**src/rtl/assert_macros.svh**
```systemverilog
// ---------------------------------------------------------------------------
// assert_macros.svh
// Clocked assertion macros, included by the request sequencer.
// ---------------------------------------------------------------------------
`ifndef ASSERT_MACROS_SVH
`define ASSERT_MACROS_SVH

`ifndef ASSERT_OFF
`define XSBR_ASSERT(label, prop, msg) \
  label: assert property (@(posedge clk) disable iff (!rst_n) prop) else $error(msg);
`define XSBR_ASSERT_RST(label, prop, msg) \
  label: assert property (@(posedge clk) prop) else $error(msg);
`else
`define XSBR_ASSERT(label, prop, msg)
`define XSBR_ASSERT_RST(label, prop, msg)
`endif

`endif

```
**src/rtl/xsbr_pkg.sv**
```systemverilog
// ---------------------------------------------------------------------------
// xsbr_pkg
// Shared widths, register indexes, shift amounts and helpers.
// ---------------------------------------------------------------------------
package xsbr_pkg;

  localparam int unsigned WORD_W    = 64;
  localparam int unsigned CFG_IDX_W = 1;

  typedef logic [WORD_W-1:0]    word_t;
  typedef logic [CFG_IDX_W-1:0] cfg_idx_t;

  localparam cfg_idx_t REG_SEED_ZERO = 1'd0;
  localparam cfg_idx_t REG_SEED_ONE  = 1'd1;

  localparam word_t SEED_ZERO_RST = 64'd1;
  localparam word_t SEED_ONE_RST  = 64'd0;

  localparam int unsigned SHIFT_A = 23;
  localparam int unsigned SHIFT_B = 18;
  localparam int unsigned SHIFT_C = 5;

  typedef struct packed {
    logic  step;
  } gen_ctl_t;

  typedef struct packed {
    word_t sum;
  } gen_sts_t;

  // Smear the highest set bit down to bit zero.
  function automatic word_t length_mask(word_t bound);
    word_t m;
    m = bound;
    m = m | (m >> 1);
    m = m | (m >> 2);
    m = m | (m >> 4);
    m = m | (m >> 8);
    m = m | (m >> 16);
    m = m | (m >> 32);
    return m;
  endfunction

endpackage

```
**src/rtl/xsbr_gen.sv**
```systemverilog
// ---------------------------------------------------------------------------
// xsbr_gen
// Seed registers and xorshift128+ state with a single step unit.
// ---------------------------------------------------------------------------
module xsbr_gen (
  input  logic              clk,
  input  logic              rst_n,
  input  logic              cfg_we,
  input  xsbr_pkg::cfg_idx_t cfg_addr,
  input  xsbr_pkg::word_t   cfg_wdata,
  input  xsbr_pkg::gen_ctl_t ctl,
  output xsbr_pkg::gen_sts_t sts
);

  xsbr_pkg::word_t seed0_r, seed1_r;
  xsbr_pkg::word_t word0_r, word1_r;
  xsbr_pkg::word_t seed0_nxt, seed1_nxt;
  xsbr_pkg::word_t word0_nxt, word1_nxt;
  xsbr_pkg::word_t mix_a;

  always_comb begin
    seed0_nxt = seed0_r;
    seed1_nxt = seed1_r;
    word0_nxt = word0_r;
    word1_nxt = word1_r;
    mix_a     = word0_r ^ (word0_r << xsbr_pkg::SHIFT_A);
    if (cfg_we) begin
      case (cfg_addr)
        xsbr_pkg::REG_SEED_ZERO: begin
          seed0_nxt = cfg_wdata;
          word0_nxt = cfg_wdata;
          word1_nxt = seed1_r;
        end
        xsbr_pkg::REG_SEED_ONE: begin
          seed1_nxt = cfg_wdata;
          word0_nxt = seed0_r;
          word1_nxt = cfg_wdata;
        end
        default: begin
        end
      endcase
    end else if (ctl.step) begin
      word0_nxt = word1_r;
      word1_nxt = mix_a ^ word1_r ^ (mix_a >> xsbr_pkg::SHIFT_B)
                  ^ (word1_r >> xsbr_pkg::SHIFT_C);
    end
  end

  always_ff @(posedge clk) begin
    if (!rst_n) begin
      seed0_r <= xsbr_pkg::SEED_ZERO_RST;
      seed1_r <= xsbr_pkg::SEED_ONE_RST;
      word0_r <= xsbr_pkg::SEED_ZERO_RST;
      word1_r <= xsbr_pkg::SEED_ONE_RST;
    end else begin
      seed0_r <= seed0_nxt;
      seed1_r <= seed1_nxt;
      word0_r <= word0_nxt;
      word1_r <= word1_nxt;
    end
  end

  assign sts.sum = word0_r + word1_r;

endmodule

```
**src/rtl/xsbr_seq.sv**
```systemverilog
// ---------------------------------------------------------------------------
// xsbr_seq
// Request sequencer: mask, draw, reject and hold the result.
// ---------------------------------------------------------------------------
`include "assert_macros.svh"

module xsbr_seq (
  input  logic               clk,
  input  logic               rst_n,
  input  logic               in_tvalid,
  output logic               in_tready,
  input  xsbr_pkg::word_t    in_tdata,
  output logic               out_tvalid,
  input  logic               out_tready,
  output xsbr_pkg::word_t    out_tdata,
  output xsbr_pkg::gen_ctl_t gen_ctl,
  input  xsbr_pkg::gen_sts_t gen_sts
);

  typedef enum logic {
    ST_IDLE,
    ST_DRAW
  } state_t;

  state_t          state_r, state_nxt;
  xsbr_pkg::word_t bound_r, bound_nxt;
  xsbr_pkg::word_t mask_r, mask_nxt;
  logic            zero_r, zero_nxt;
  logic            out_tvalid_r, out_tvalid_nxt;
  xsbr_pkg::word_t out_tdata_r, out_tdata_nxt;
  xsbr_pkg::word_t draw_val;
  logic            keep, slot_free, commit;

  always_comb begin
    draw_val  = mask_r & gen_sts.sum;
    keep      = zero_r || (draw_val <= bound_r);
    slot_free = !out_tvalid_r || out_tready;
    commit    = (state_r == ST_DRAW) && keep && slot_free;

    gen_ctl.step = (state_r == ST_DRAW) && !zero_r && (!keep || slot_free);

    state_nxt      = state_r;
    bound_nxt      = bound_r;
    mask_nxt       = mask_r;
    zero_nxt       = zero_r;
    out_tvalid_nxt = out_tvalid_r && !out_tready;
    out_tdata_nxt  = out_tdata_r;

    case (state_r)
      ST_IDLE: begin
        if (in_tvalid) begin
          bound_nxt = in_tdata;
          mask_nxt  = xsbr_pkg::length_mask(in_tdata);
          zero_nxt  = (in_tdata == '0);
          state_nxt = ST_DRAW;
        end
      end
      ST_DRAW: begin
        if (commit) begin
          out_tvalid_nxt = 1'b1;
          out_tdata_nxt  = draw_val;
          state_nxt      = ST_IDLE;
        end
      end
      default: begin
        state_nxt = ST_IDLE;
      end
    endcase
  end

  always_ff @(posedge clk) begin
    if (!rst_n) begin
      state_r      <= ST_IDLE;
      out_tvalid_r <= 1'b0;
      zero_r       <= 1'b0;
    end else begin
      state_r      <= state_nxt;
      out_tvalid_r <= out_tvalid_nxt;
      zero_r       <= zero_nxt;
    end
    bound_r     <= bound_nxt;
    mask_r      <= mask_nxt;
    out_tdata_r <= out_tdata_nxt;
  end

  assign in_tready  = (state_r == ST_IDLE);
  assign out_tvalid = out_tvalid_r;
  assign out_tdata  = out_tdata_r;

  `XSBR_ASSERT(a_result_in_range, commit |-> (draw_val <= bound_r), "result above bound")
  `XSBR_ASSERT(a_zero_no_step, (state_r == ST_DRAW && zero_r) |-> !gen_ctl.step, "zero bound stepped generator")
  `XSBR_ASSERT(a_step_only_draw, gen_ctl.step |-> (state_r == ST_DRAW), "generator stepped while idle")
  `XSBR_ASSERT(a_commit_shows, commit |=> (out_tvalid_r && state_r == ST_IDLE), "result not presented")

endmodule

```
**src/rtl/xorshift128p_bounded_random_core.sv**
```systemverilog
// ---------------------------------------------------------------------------
// xorshift128p_bounded_random_core
// Uniform random value in 0..upper_bound from a xorshift128+ generator,
// masked to the bound's bit length with rejection of oversize draws.
// ---------------------------------------------------------------------------
//  Channel   Direction  Carries
//  in_*      slave      upper_bound (64 bits)
//  out_*     master     random_value (64 bits)
//  cfg_*     write      addr 0: seed_word_zero, addr 1: seed_word_one
//
//  An item is taken in, then drawn until a draw is kept; the single
//  generator step unit gives one draw per cycle unless a kept draw waits.
//  A zero bound leaves the generator untouched.
//  Reset loads seeds 1 and 0 into the generator; a seed write reloads both.
//  A result waiting at the output holds a kept draw; rejects still redraw.
// ---------------------------------------------------------------------------
module xorshift128p_bounded_random_core (
  input  logic               clk,
  input  logic               rst_n,
  input  logic               in_tvalid,
  output logic               in_tready,
  input  xsbr_pkg::word_t    in_tdata,   // [63:0] upper_bound
  output logic               out_tvalid,
  input  logic               out_tready,
  output xsbr_pkg::word_t    out_tdata,  // [63:0] random_value
  input  logic               cfg_we,
  input  xsbr_pkg::cfg_idx_t cfg_addr,
  input  xsbr_pkg::word_t    cfg_wdata
);

  xsbr_pkg::gen_ctl_t gen_ctl;
  xsbr_pkg::gen_sts_t gen_sts;

  xsbr_gen u_gen (
    .clk       (clk),
    .rst_n     (rst_n),
    .cfg_we    (cfg_we),
    .cfg_addr  (cfg_addr),
    .cfg_wdata (cfg_wdata),
    .ctl       (gen_ctl),
    .sts       (gen_sts)
  );

  xsbr_seq u_seq (
    .clk        (clk),
    .rst_n      (rst_n),
    .in_tvalid  (in_tvalid),
    .in_tready  (in_tready),
    .in_tdata   (in_tdata),
    .out_tvalid (out_tvalid),
    .out_tready (out_tready),
    .out_tdata  (out_tdata),
    .gen_ctl    (gen_ctl),
    .gen_sts    (gen_sts)
  );

endmodule

```
**config.mk**
```make
export PLATFORM = sky130hd
export DESIGN_NAME = xorshift128p_bounded_random_core
export DESIGN_NICKNAME = d
export VERILOG_FILES = /design/src/rtl/xsbr_pkg.sv /design/src/rtl/xsbr_gen.sv /design/src/rtl/xsbr_seq.sv /design/src/rtl/xorshift128p_bounded_random_core.sv
export VERILOG_INCLUDE_DIRS = /design/src /design/src/rtl
export SDC_FILE = /design/constraint.sdc
export NUM_CORES = 1
export LEC_CHECK = 0
export BUFFER_PORTS_ARGS = -buffer_cell sky130_fd_sc_hd__buf_2
export CORE_ASPECT_RATIO = 2
export CORE_MARGIN = 2
export CORE_UTILIZATION = 44
export DETAILED_ROUTE_END_ITERATION = 16
export SLEW_MARGIN = 20
export SYNTH_ARGS = -nofsm -noshare
export SYNTH_HDL_FRONTEND = slang
export SYNTH_SLANG_ARGS = --single-unit
```
**constraint.sdc**
```tcl
create_clock -name clk -period 18 [get_ports clk]
set_input_delay 1.8 -clock clk [delete_from_list [all_inputs] [get_ports clk]]
set_output_delay 1.8 -clock clk [all_outputs]
set_load 0.05 [all_outputs]
```
==> key figures <==
Outcome
  – Outcome: completed

Cells and area
  – Synthesis-to-finish area growth: 11.5%
  – Most common cell after layout, fill and taps aside: nand2_1
  – Most frequent cells in the layout: nand2_1, dfxtp_1, buf_2
  – Final Util: 49.4%
  – Final Net Count: 3,016
  – Layout cell share with drive strength beyond 1: 16.0%

Synthesis
  – Avg Cell Area, Syn: 9.55 um^2
  – Seq/Total Area, Yosys: 43.1%
  – Asr flop ratio synth: 0%
  – Ys Warns: 0
  – EDFF count, synth: 191
  – Synth Cell Area: 25,300 um^2
  – #FFs+latches synth: 450
  – Distinct cells, synth: 67
  – Syn_nets: 2,913
  – Gate count of the mapped netlist: 2,652
  – Dominant synthesized flop cell: dfxtp_1

Floorplan
  – Die Wd: 174 um
  – Vert. Die Dim: 343 um
  – Io pins: 200
  – Area of the die: 59,600 um^2
  – Core area: 57,100 um^2
  – Num rows: 124
  – Starting Density: 44.4%

Clocking
  – Post-cts repair resize count: 0
  – Post-CTS Setup Inserts: 0
  – Clk pin slew, worst setup/hold paths: 0.07 ns
  – H-tree Lvls: 2
  – Cts hold-fix bufs: 0
  – Sink Count: 450
  – Clk root buf: clkbuf_16
  – Clock Tree Buf Depth: 3
  – Num CTS Buffers: 42
  – Clock latency on the worst-skew pair: 0.58 ns
  – CTS tree: yes

Detailed routing
  – Routed WL: 76,800 um
  – Initial drt markers: 1,239
  – WL per Instance: 21.7 um
  – Detailed-route vias per instance: 5.62
  – Vias: 19,900
  – Drt pass-1 iters: 6
  – Residual DRC: 0
  – Post-route ant nets: 0

Min path
  – Hold path cells: 2
  – Min-Delay Path Class: flip-flop to flip-flop
  – HP Start: u_gen.seed1_r[52]
  – Hold EP: u_gen.seed1_r[52]

GRT
  – Initial antenna violation count: 4
  – Largest net degree at the start of global routing: 174
  – GRT overflow: 0
  – M3 GR Usage: 2.45%
  – Met2 Use GR: 44.5%
  – First-pass GRT wire length: 117,000 um
  – Grt met1 use: 30.6%
  – Global Route Usage Sum: 25.3%
  – Vias in the first global route: 19,900
  – Gr busiest metal: met2

Worst setup path
  – Arrival time worst endpoint: 8.05 ns
  – R2R depth: 25
  – CP Max Fanout: 173
  – Slowest CP cell: a2111oi_0
  – Reg2Reg Setup Slack: 10.40 ns
  – CP Launch Type: flip-flop
  – Slowest stage delay, CP: 0.70 ns
  – Crit Path Class: flip-flop to flip-flop
  – CP Capture Type: flip-flop
  – Reg2Reg Capture Point: u_gen.word0_r[0]
  – Worst R2R Start: u_gen.word0_r[0]
  – Cell mode on critical path: nor4_1
  – CP required: 18.45 ns

Placed design
  – Routability Congestion: 0.894
  – Post-Place Setup Slack: 10.52 ns
  – Port Buffers: 199
  – DP HPWL: 57,500 um

Timing
  – Hold WS: 0.461 ns
  – Final Cycle Share: 42.2%
  – Worst slew pin tran: 1.06 ns
  – Unrepaired setup endpoints after global routing: false
  – Final setup TNS: 0 ns
  – Final worst slack: 10.40 ns
  – Worst Skew: 0.0299 ns
  – F_max: 0.132 GHz
  – Minimum clock period: 7.60 ns
  – Slew Limit Fails: 0
  – Final hold vios: 0
  – Final setup fails: 0
  – Rel. slew slack: 29.3%

Power
  – Leak Pwr: 10.7 nW
  – Peak VDD IR: 0.0674 mV
  – Cell area power density: 99.5 nW/um^2

Run
  – Max Cap Violations: 0
-- stage by stage --
step / std cells / area, um^2 / total power [mW]
3_3_place_gp: 3467 / 26800 / 1.91
4_1_cts: 3543 / 28200 / 2.83
2_1_floorplan: 2652 / 25300 / 1.72
3_5_place_dp: 3467 / 26800 / 1.92
6_report: 3545 / 28200 / 2.81
5_1_grt: 3544 / 28200 / 2.93
-- flip-flops by register name, indices dropped and copies added, names as in the netlist, 63 cells and up --
| register | count |
|---|---|
| u_gen.seed0_r | 64 |
| u_gen.seed1_r | 64 |
| u_gen.word0_r | 64 |
| u_gen.word1_r | 64 |
| u_seq.mask_r | 64 |
| u_seq.out_tdata | 64 |
| u_seq.bound_r | 63 |
-- worst max path at each step --
| stage | startpoint | end | cells past startpoint |
|---|---|---|---|
| after floorplan | in_tvalid | u_seq.zero_r | 3 |
| after global placement | u_gen.word0_r[0] | u_gen.word0_r[0] | 25 |
| after detailed placement | u_gen.word0_r[0] | u_gen.word0_r[0] | 25 |
| after CTS | u_gen.word0_r[0] | u_gen.word0_r[0] | 25 |
| after global routing | u_gen.word0_r[0] | u_gen.word0_r[0] | 24 |
| final | u_gen.word0_r[0] | u_gen.word0_r[0] | 25 |
-- power by group --
part	total [mW]	switching, mW	internal [mW]
Clock	0.902	0.405	0.496
Sequential	1.21	0.0650	1.15
Combinational	0.696	0.435	0.261
-- worst max-delay path: cells and delay by family (launching register included) --
| kind | cells | cell delay [ns] |
|---|---|---|
| adder cells (fa/ha/maj) | 3 | 0.96 |
| buffers and inverters | 2 | 0.70 |
| AND/OR/NAND/NOR | 8 | 1.33 |
| multiplexers | 2 | 0.58 |
| AO/OA/AOI/OAI | 10 | 3.27 |
| flip-flops | 1 | 0.38 |
-- logic make-up after synthesis --
logic type / count (synthesis) / synth area share, %
AOI/OAI and AO/OA: 650 / 16.1
muxes: 199 / 8.44
xor gates and xnor gates: 247 / 8.54
and+or+nand+nor: 730 / 13.7
DFF: 450 / 43.1
adders and majority gates: 127 / 6.30
buffers and inverters: 249 / 3.73
-- area by class of cell --
type	count	area, um^2
Inverter	97	369
Timing Repair Buffer	211	1100
Fill cell	5487	28900
Clock inverter	16	133
Sequential cell	450	10900
Antenna cell	2	5.00
Tap cell	756	946
Clock buffer	60	1240
Multi-Input combinational cell	1953	13500
-- metal layers --
metal  vias to the layer above  share of wire [%]  wire [um]
met5                         -              0.014         11
met4                         2                5.9       4570
met3                       165                3.9       3010
met2                       583                 49      37700
met1                      9534                 41      31500
li1                       9652                  -          -
-- Yosys cell counts (all sizes together), types with 22 or more instances --
cell type  number  share of area (%)
nand2         360                5.3
dfxtp         259                 20
edfxtp        191                 23
a21oi         181                3.6
xnor2         174                6.0
o21ai         173                3.4
clkbuf        134                2.0
a21boi        131                3.9
ha            126                6.2
mux2          116                5.2
inv            97                1.4
mux2i          83                3.3
xor2           73                2.5
nand3          56                1.1
nor3           55                1.2
nor2           53               0.79
and2           48                1.2
a311oi         30                1.0
nand4          29               0.74
or3            27               0.74
or2            26               0.65
a21o           22               0.65
No activity file was read; power rests on OpenSTA's default activity.
